$ cat src/rtl/double_ended_queue_core_assert.svh
// assertion macros of the double-ended queue, used by the sequencer
`ifndef DOUBLE_ENDED_QUEUE_CORE_ASSERT_SVH
`define DOUBLE_ENDED_QUEUE_CORE_ASSERT_SVH

// same-cycle implication, checked while out of reset
`define DEQ_ASSERT_IMPLY(label, clk, rst_n, ante, cons, msg) \
	label: assert property (@(posedge clk) disable iff (!rst_n) (ante) |-> (cons)) \
		else $error(msg);

// next-cycle implication, checked while out of reset
`define DEQ_ASSERT_NEXT(label, clk, rst_n, ante, cons, msg) \
	label: assert property (@(posedge clk) disable iff (!rst_n) (ante) |=> (cons)) \
		else $error(msg);

`endif

$ cat src/rtl/deq_pkg.sv
// types and codes of the double-ended queue
package deq_pkg;

	// command codes
	localparam logic [2:0] CMD_PUSH_BACK  = 3'd0;
	localparam logic [2:0] CMD_PUSH_FRONT = 3'd1;
	localparam logic [2:0] CMD_POP_FRONT  = 3'd2;
	localparam logic [2:0] CMD_POP_BACK   = 3'd3;
	localparam logic [2:0] CMD_DUMP       = 3'd4;

	// result status codes
	localparam logic [1:0] STAT_OK    = 2'd0;
	localparam logic [1:0] STAT_FULL  = 2'd1;
	localparam logic [1:0] STAT_EMPTY = 2'd2;

	localparam int VALUE_W = 32;

	typedef logic [4:0] fill_t;

	typedef struct packed {
		logic [2:0]                cmd;
		logic signed [VALUE_W-1:0] item_value;
	} in_item_t;

	typedef struct packed {
		logic signed [VALUE_W-1:0] out_value;
		logic [1:0]                status;
		logic                      last_of_run;
		fill_t                     fill_count;
	} out_item_t;

endpackage

$ cat src/rtl/deq_ram.sv
// generic single-port-write, single-port-read ram with registered read data
module deq_ram #(
	parameter int WIDTH = 32,
	parameter int DEPTH = 16
) (
	input  logic                     clk,
	input  logic                     we,
	input  logic [$clog2(DEPTH)-1:0] waddr,
	input  logic [WIDTH-1:0]         wdata,
	input  logic                     re,
	input  logic [$clog2(DEPTH)-1:0] raddr,
	output logic [WIDTH-1:0]         rdata
);

	logic [WIDTH-1:0] mem_q [DEPTH];

	// write port
	always_ff @(posedge clk) begin
		if (we) begin
			mem_q[waddr] <= wdata;
		end
	end

	// read port, data holds while no read is issued
	always_ff @(posedge clk) begin
		if (re) begin
			rdata <= mem_q[raddr];
		end
	end

endmodule

$ cat src/rtl/deq_ctrl.sv
// command sequencer: ring pointers, fill count and ram access for the queue
`include "double_ended_queue_core_assert.svh"

module deq_ctrl #(
	parameter int DEPTH = 16
) (
	input  logic                           clk,
	input  logic                           arst_n,
	input  logic                           cmd_valid,
	output logic                           cmd_stall,
	input  deq_pkg::in_item_t              cmd_item,
	output logic                           rslt_valid,
	input  logic                           rslt_ready,
	output deq_pkg::out_item_t             rslt,
	output logic                           ram_we,
	output logic [$clog2(DEPTH)-1:0]       ram_waddr,
	output logic [deq_pkg::VALUE_W-1:0]    ram_wdata,
	output logic                           ram_re,
	output logic [$clog2(DEPTH)-1:0]       ram_raddr,
	input  logic [deq_pkg::VALUE_W-1:0]    ram_rdata
);

	localparam int IDX_W = $clog2(DEPTH);
	localparam int CNT_W = $clog2(DEPTH + 1);

	typedef enum logic {
		S_IDLE,
		S_EMIT
	} state_t;

	state_t           state_q, state_d;
	logic [IDX_W-1:0] front_q, front_d;
	logic [IDX_W-1:0] back_q, back_d;
	logic [CNT_W-1:0] cnt_q, cnt_d;
	logic [CNT_W-1:0] left_q, left_d;
	logic [IDX_W-1:0] rd_idx_q, rd_idx_d;
	logic             accept;
	logic             full;
	logic             empty;

	function automatic logic [IDX_W-1:0] wrap_inc(input logic [IDX_W-1:0] i);
		return (i == IDX_W'(DEPTH - 1)) ? '0 : i + 1'b1;
	endfunction

	function automatic logic [IDX_W-1:0] wrap_dec(input logic [IDX_W-1:0] i);
		return (i == '0) ? IDX_W'(DEPTH - 1) : i - 1'b1;
	endfunction

	assign full      = (cnt_q == CNT_W'(DEPTH));
	assign empty     = (cnt_q == '0);
	assign cmd_stall = (state_q != S_IDLE) || !rslt_ready;
	assign accept    = cmd_valid && !cmd_stall;

	// command decode, ram access and next state
	always_comb begin
		state_d          = state_q;
		front_d          = front_q;
		back_d           = back_q;
		cnt_d            = cnt_q;
		left_d           = left_q;
		rd_idx_d         = rd_idx_q;
		ram_we           = 1'b0;
		ram_waddr        = back_q;
		ram_wdata        = cmd_item.item_value;
		ram_re           = 1'b0;
		ram_raddr        = front_q;
		rslt_valid       = 1'b0;
		rslt.out_value   = '0;
		rslt.status      = deq_pkg::STAT_OK;
		rslt.last_of_run = 1'b1;
		rslt.fill_count  = deq_pkg::fill_t'(cnt_q);
		case (state_q)
			S_IDLE: begin
				if (accept) begin
					case (cmd_item.cmd)
						deq_pkg::CMD_PUSH_BACK, deq_pkg::CMD_PUSH_FRONT: begin
							rslt_valid = 1'b1;
							if (full) begin
								rslt.status = deq_pkg::STAT_FULL;
							end else begin
								ram_we = 1'b1;
								if (cmd_item.cmd == deq_pkg::CMD_PUSH_BACK) begin
									ram_waddr = back_q;
									back_d    = wrap_inc(back_q);
								end else begin
									ram_waddr = wrap_dec(front_q);
									front_d   = wrap_dec(front_q);
								end
								cnt_d           = cnt_q + 1'b1;
								rslt.fill_count = deq_pkg::fill_t'(cnt_q + 1'b1);
							end
						end
						deq_pkg::CMD_POP_FRONT, deq_pkg::CMD_POP_BACK: begin
							if (empty) begin
								rslt_valid  = 1'b1;
								rslt.status = deq_pkg::STAT_EMPTY;
							end else begin
								ram_re = 1'b1;
								if (cmd_item.cmd == deq_pkg::CMD_POP_FRONT) begin
									ram_raddr = front_q;
									front_d   = wrap_inc(front_q);
								end else begin
									ram_raddr = wrap_dec(back_q);
									back_d    = wrap_dec(back_q);
								end
								cnt_d   = cnt_q - 1'b1;
								left_d  = CNT_W'(1);
								state_d = S_EMIT;
							end
						end
						deq_pkg::CMD_DUMP: begin
							if (empty) begin
								rslt_valid  = 1'b1;
								rslt.status = deq_pkg::STAT_EMPTY;
							end else begin
								ram_re    = 1'b1;
								ram_raddr = front_q;
								rd_idx_d  = wrap_inc(front_q);
								left_d    = cnt_q;
								state_d   = S_EMIT;
							end
						end
						default: begin
							// unused codes are consumed without a result
						end
					endcase
				end
			end
			S_EMIT: begin
				// registered ram read data goes out; when it is taken, the next read follows at once
				rslt_valid       = 1'b1;
				rslt.out_value   = ram_rdata;
				rslt.last_of_run = (left_q == CNT_W'(1));
				if (rslt_ready) begin
					if (left_q == CNT_W'(1)) begin
						state_d = S_IDLE;
					end else begin
						ram_re    = 1'b1;
						ram_raddr = rd_idx_q;
						rd_idx_d  = wrap_inc(rd_idx_q);
						left_d    = left_q - 1'b1;
					end
				end
			end
			default: begin
				state_d = S_IDLE;
			end
		endcase
	end

	// state and pointer registers
	always_ff @(posedge clk or negedge arst_n) begin
		if (!arst_n) begin
			state_q  <= S_IDLE;
			front_q  <= '0;
			back_q   <= '0;
			cnt_q    <= '0;
			left_q   <= '0;
			rd_idx_q <= '0;
		end else begin
			state_q  <= state_d;
			front_q  <= front_d;
			back_q   <= back_d;
			cnt_q    <= cnt_d;
			left_q   <= left_d;
			rd_idx_q <= rd_idx_d;
		end
	end

	// checks on the sequencer
	`DEQ_ASSERT_IMPLY(a_no_rw_overlap, clk, arst_n, ram_we, !ram_re, "ram read and write overlap")
	`DEQ_ASSERT_IMPLY(a_cnt_bound, clk, arst_n, 1'b1, cnt_q <= CNT_W'(DEPTH), "fill count overflow")
	`DEQ_ASSERT_IMPLY(a_ptr_meet, clk, arst_n, empty || full, front_q == back_q, "ring pointers disagree")
	`DEQ_ASSERT_NEXT(a_emit_holds, clk, arst_n, state_q == S_EMIT && !rslt_ready, rslt_valid && $stable(ram_rdata), "pending result lost")

endmodule

$ cat src/rtl/double_ended_queue_core.sv
// top level of the double-ended queue: sequencer, entry ram and result register
//
//  channel | valid     | stall     | payload  | direction
//  command | cmd_valid | cmd_stall | cmd_item | into the block
//  result  | res_valid | res_stall | res_item | out of the block
//
// push: the result goes straight into the result register.
// pop: the ram read is issued first, then the S_EMIT state hands the read data over.
// dump: one ram read per entry, overlapped with the output of the entry before it.
// reset clears pointers, fill count and control; ram contents stay undefined.
// a stalled result holds the sequencer, the ram read data waits in the ram.
module double_ended_queue_core #(
	parameter int DEPTH = 16
) (
	input  logic               clk,
	input  logic               arst_n,
	input  logic               cmd_valid,
	output logic               cmd_stall,
	input  deq_pkg::in_item_t  cmd_item,
	output logic               res_valid,
	input  logic               res_stall,
	output deq_pkg::out_item_t res_item
);

	localparam int IDX_W = $clog2(DEPTH);

	logic                         rslt_valid;
	logic                         rslt_ready;
	deq_pkg::out_item_t           rslt;
	logic                         ram_we;
	logic [IDX_W-1:0]             ram_waddr;
	logic [deq_pkg::VALUE_W-1:0]  ram_wdata;
	logic                         ram_re;
	logic [IDX_W-1:0]             ram_raddr;
	logic [deq_pkg::VALUE_W-1:0]  ram_rdata;
	logic                         res_valid_q;
	deq_pkg::out_item_t           res_item_q;

	deq_ctrl #(
		.DEPTH (DEPTH)
	) u_ctrl (
		.clk        (clk),
		.arst_n     (arst_n),
		.cmd_valid  (cmd_valid),
		.cmd_stall  (cmd_stall),
		.cmd_item   (cmd_item),
		.rslt_valid (rslt_valid),
		.rslt_ready (rslt_ready),
		.rslt       (rslt),
		.ram_we     (ram_we),
		.ram_waddr  (ram_waddr),
		.ram_wdata  (ram_wdata),
		.ram_re     (ram_re),
		.ram_raddr  (ram_raddr),
		.ram_rdata  (ram_rdata)
	);

	deq_ram #(
		.WIDTH (deq_pkg::VALUE_W),
		.DEPTH (DEPTH)
	) u_ram (
		.clk   (clk),
		.we    (ram_we),
		.waddr (ram_waddr),
		.wdata (ram_wdata),
		.re    (ram_re),
		.raddr (ram_raddr),
		.rdata (ram_rdata)
	);

	// result register, free when empty or being taken this cycle
	assign rslt_ready = !res_valid_q || !res_stall;

	always_ff @(posedge clk or negedge arst_n) begin
		if (!arst_n) begin
			res_valid_q <= 1'b0;
		end else if (rslt_ready) begin
			res_valid_q <= rslt_valid;
		end
	end

	always_ff @(posedge clk) begin
		if (rslt_ready && rslt_valid) begin
			res_item_q <= rslt;
		end
	end

	assign res_valid = res_valid_q;
	assign res_item  = res_item_q;

endmodule

$ cat config.mk
export PLATFORM = sky130hd
export DESIGN_NAME = double_ended_queue_core
export DESIGN_NICKNAME = d
export VERILOG_FILES = /design/src/rtl/deq_pkg.sv /design/src/rtl/deq_ram.sv /design/src/rtl/deq_ctrl.sv /design/src/rtl/double_ended_queue_core.sv
export VERILOG_INCLUDE_DIRS = /design/src /design/src/rtl
export SDC_FILE = /design/constraint.sdc
export NUM_CORES = 1
export LEC_CHECK = 0
export ABC_CLOCK_PERIOD_IN_PS = 4600
export BUFFER_PORTS_ARGS = -buffer_cell sky130_fd_sc_hd__buf_4
export CORE_MARGIN = 8
export CORE_UTILIZATION = 60
export DETAILED_ROUTE_END_ITERATION = 10
export PLACE_DENSITY_LB_ADDON = 0.12
export SLEW_MARGIN = 25
export SYNTH_ARGS = -nofsm -noshare
export SYNTH_HDL_FRONTEND = slang
export SYNTH_SLANG_ARGS = --single-unit
$ cat constraint.sdc
create_clock -name clk -period 4.6 [get_ports clk]
set_input_delay 1.15 -clock clk [delete_from_list [all_inputs] [get_ports clk]]
set_output_delay 1.15 -clock clk [all_outputs]
set_load 0.05 [all_outputs]
==> results summary <==
Synthesis produced around 1800 cells. The path type of the worst min-delay path is in2async. The per-cell via count in the routed design is approximately 6.5.

In this run the top signal layer used is met4. The critical path class is reg2reg. The average wire per standard cell came out at 25.4 um. The completed layout was analyzed and its total power is 20800 uW. The chip height is around 220 um. The initial antenna violation count is 1. The most used standard cell by instance count after synthesis is edfxtp_1. Across all layers, the routed design uses about 16000 vias. The critical path capture point type is a register. The final clock skew came out at around 0.019 ns. Buffers added to address setup during post-CTS repair amount to 0.

The number of buffers added on ports is 80. Setup repair after global routing left no endpoint under its margin. The total setup violations reported at the end of the flow came out at 0.

The netlist uses between 70 and 80 different library cells. The top fanout value on the critical path came out at 63. The via count of the first global-routing pass came out at between 15000 and 20000.

The final layout contains between 1500 and 2000 nets. Compared with the post-synthesis result, the final layout area differs by 13.2%. The global-route usage over all layers is about 26%. The worst slew margin relative to its limit is 52.1%. The number of buffers and inverters on the critical path is 2. The nature of the critical path startpoint is a register.

TritonCTS built the clock tree. The placer's final routability congestion estimate is between 0.8 and 0.9. The number of routed nets with antenna violations is 0. The mean instance size in the synthesized netlist is 13.9 um^2. The main flop type after synthesis is edfxtp_1. The part of the cycle the worst path needs is between 70 and 80%.

The cell taking the most area after synthesis is edfxtp_1. The fraction of synthesis flops using an asynchronous set or reset pin came out at under 10%. Clock latency on the worst-skew pair, taken at its later pin, is ~0.63 ns. In this run, CTS created clock tree buffers numbering between 50 and 60. The run finished with clean final reports. Clock-pin slew was measured on the worst setup and hold paths at 0.06 ns. The core region is roughly 0.042 mm^2. The met3 routed wirelength came out at 4820 um. The flip-flop and latch count after synthesis came out at 608. The number of clock sinks is ~600. In the post-synthesis netlist, the biggest area contributors are edfxtp_1, o21ai_0, nand2_1.

The final-report hold violation count was 0. The post-synthesis instance area came out at ~0.025 mm^2. The wire-length estimate of the detail-placed layout is around 34000 um. The wire length of the first global-routing pass came out at around 95000 um. VDD sags by at most between 600 and 700 uV. The detailed-route wire length came out at about 62000 um. The arrival time at the worst endpoint is about 4 ns. The data required time of the worst path came out at 5.04 ns. The maximum single-stage delay on the critical path came out at 0.68 ns. The number of enable flip-flop cells after synthesis is approximately 580.

Buffers inserted to repair hold after CTS numbered 0. The core utilization of the finished layout is 68.3%. The fraction of layout instances using a drive strength above 1 is ~15%. The number of DRC markers in iteration 0 came out at slightly below 2000.

The initial utilization of the core area, before any placement, comes to approximately three fifths. The initialized floorplan defines 75 standard-cell rows. Across the run, the number of max-cap violations was 0. Sequential elements use between 70% and 80% of the synthesized area. The final max-slew violation count was 0. The pin count of the biggest net entering global routing came out at a little under 100. Traced cell by cell, the critical path runs through inv_1 > ha_1 > or3b_2 > a21oi_1 > mux2_4 > buf_4 > o21ai_0 > a31oi_1 > a22oi_1 > o311ai_1.

The synthesized design devotes to its leading area cell type a little over two thirds of total area. The cell leakage power came out at 0.00973 uW. Detailed routing placed a total of 30100 um of wire on met2. The post-route setup TNS is 0 ns. The minimum period implied by the final worst setup slack came out at roughly 3.6 ns. The antenna diode count came out at 0.

Clock tree synthesis selected as its root buffer the cell clkbuf_16. The cell family contributing the most delay on the critical path is compound AO/OA/AOI/OAI gates. The post-cts gate resize count came out at 0. The count of synthesis-stage warnings from yosys is 0.

The power per cell area came out at around 730 mW/mm^2. The deepest clock path buffer count is 3. The maximum achievable frequency came out at around 0.28 GHz. The number of search-and-repair iterations in the first detailed-routing pass came out at 7.

The deepest level of the CTS H-tree came out at 2. The slowest stage of the critical path belongs to the cell mux2_4. The transition at the pin with the smallest max-transition slack came out at 0.719 ns. The total nets after synthesis came out at ~1900. The commonest cells after synthesis are edfxtp_1, nand2_1, o21ai_0. The number of top-level pins is slightly above 80. The overall die area is around 0.049 mm^2. For this block, wires on met1 add up to 25800 um.

After detailed routing, the number of remaining DRC violations is 0. The width of the chip came out at ~220 um. The remaining global-route overflow is 0.
==> path summary, 6_finish.rpt <==
| kind | from | to | slack, ns | depth (start not counted) |
|---|---|---|---|---|
| max in group asynchronous | arst_n | u_ctrl.state_q | 3.89 | 1 |
| min in group clk | u_ram.rdata[23] | res_item[31] | 0.52 | 1 |
| worst max-delay path | u_ctrl.back_q[0] | u_ram.rdata[3] | 0.99 | 10 |
| worst min-delay path | arst_n | u_ctrl.cnt_q[3] | 0.44 | 1 |
| worst max register to register | u_ctrl.back_q[0] | u_ram.rdata[3] | 0.99 | 10 |
| worst min register to register | u_ram.rdata[23] | res_item[31] | 0.52 | 1 |
==> state kept, by name, indices dropped and copies added, names as in the netlist <==
| name | cells |
|---|---|
| u_ctrl.cnt_q | 5 |
| u_ram.rdata | 32 |
| res_valid | 1 |
| u_ctrl.left_q | 5 |
| u_ram.mem_q | 512 |
| u_ctrl.state_q | 1 |
| u_ctrl.rd_idx_q | 4 |
| u_ctrl.back_q | 4 |
| u_ctrl.front_q | 4 |
| res_item | 40 |
==> layout make-up <==
cell class	count	area [um^2]
clock buffers	77	1600
inverters	82	308
flip-flops and latches	608	18100
clock inverters	32	258
multi-input cells	980	6210
repair buffers	137	1220
well taps	539	674
fillers	2823	13200
==> placed cells by master (no fill, tap or decap), drive strengths merged, types with 28 or more instances in the layout <==
cell and count:
clkinv 28, inv 82, nor2 37, o211ai 66, buf 137, a21oi 57, a311o 32, and3 69
a211oi 36, a22oi 33, o21ai 156, a31oi 69, nand2 166, nand3 71, edfxtp 584, o311ai 32
clkbuf 77, and2 34, a21o 36
==> metal layers <==
| layer | vias up | track usage [%] |
|---|---|---|
| li1 | 7118 | - |
| met1 | 8059 | 36.1 |
| met2 | 751 | 42.0 |
| met3 | 99 | 3.54 |
| met4 | 0 | 8.08 |
| met5 | - | 0 |
==> per-stage QoR <==
stage               std cells  hold WS [ns]  instance area (um^2)  setup WS (ns)
floorplan                1807         0.498                 25100        0.00208
global placement         2346         0.509                 26500          0.649
detailed placement       2346         0.509                 26500          0.492
CTS                      2455         0.407                 28400          0.977
global route             2455         0.437                 28400          0.777
finish                   2455         0.436                 28400          0.990
==> power by group <==
group	total (uW)	switching [uW]	internal (uW)
Combinational	8930	6020	2900
Sequential	7200	343	6860
Clock	4630	2010	2620
==> cell families after synthesis <==
| family | Yosys count | share of synthesized area, % |
|---|---|---|
| compound gates | 546 | 14.6 |
| buf+inv | 219 | 3.92 |
| simple gates | 405 | 7.95 |
| flops | 608 | 72.3 |
| xor+xnor | 13 | 0.454 |
| fa+ha+maj | 10 | 0.499 |
| mux | 6 | 0.249 |
Power figures use the tool's default switching activity.
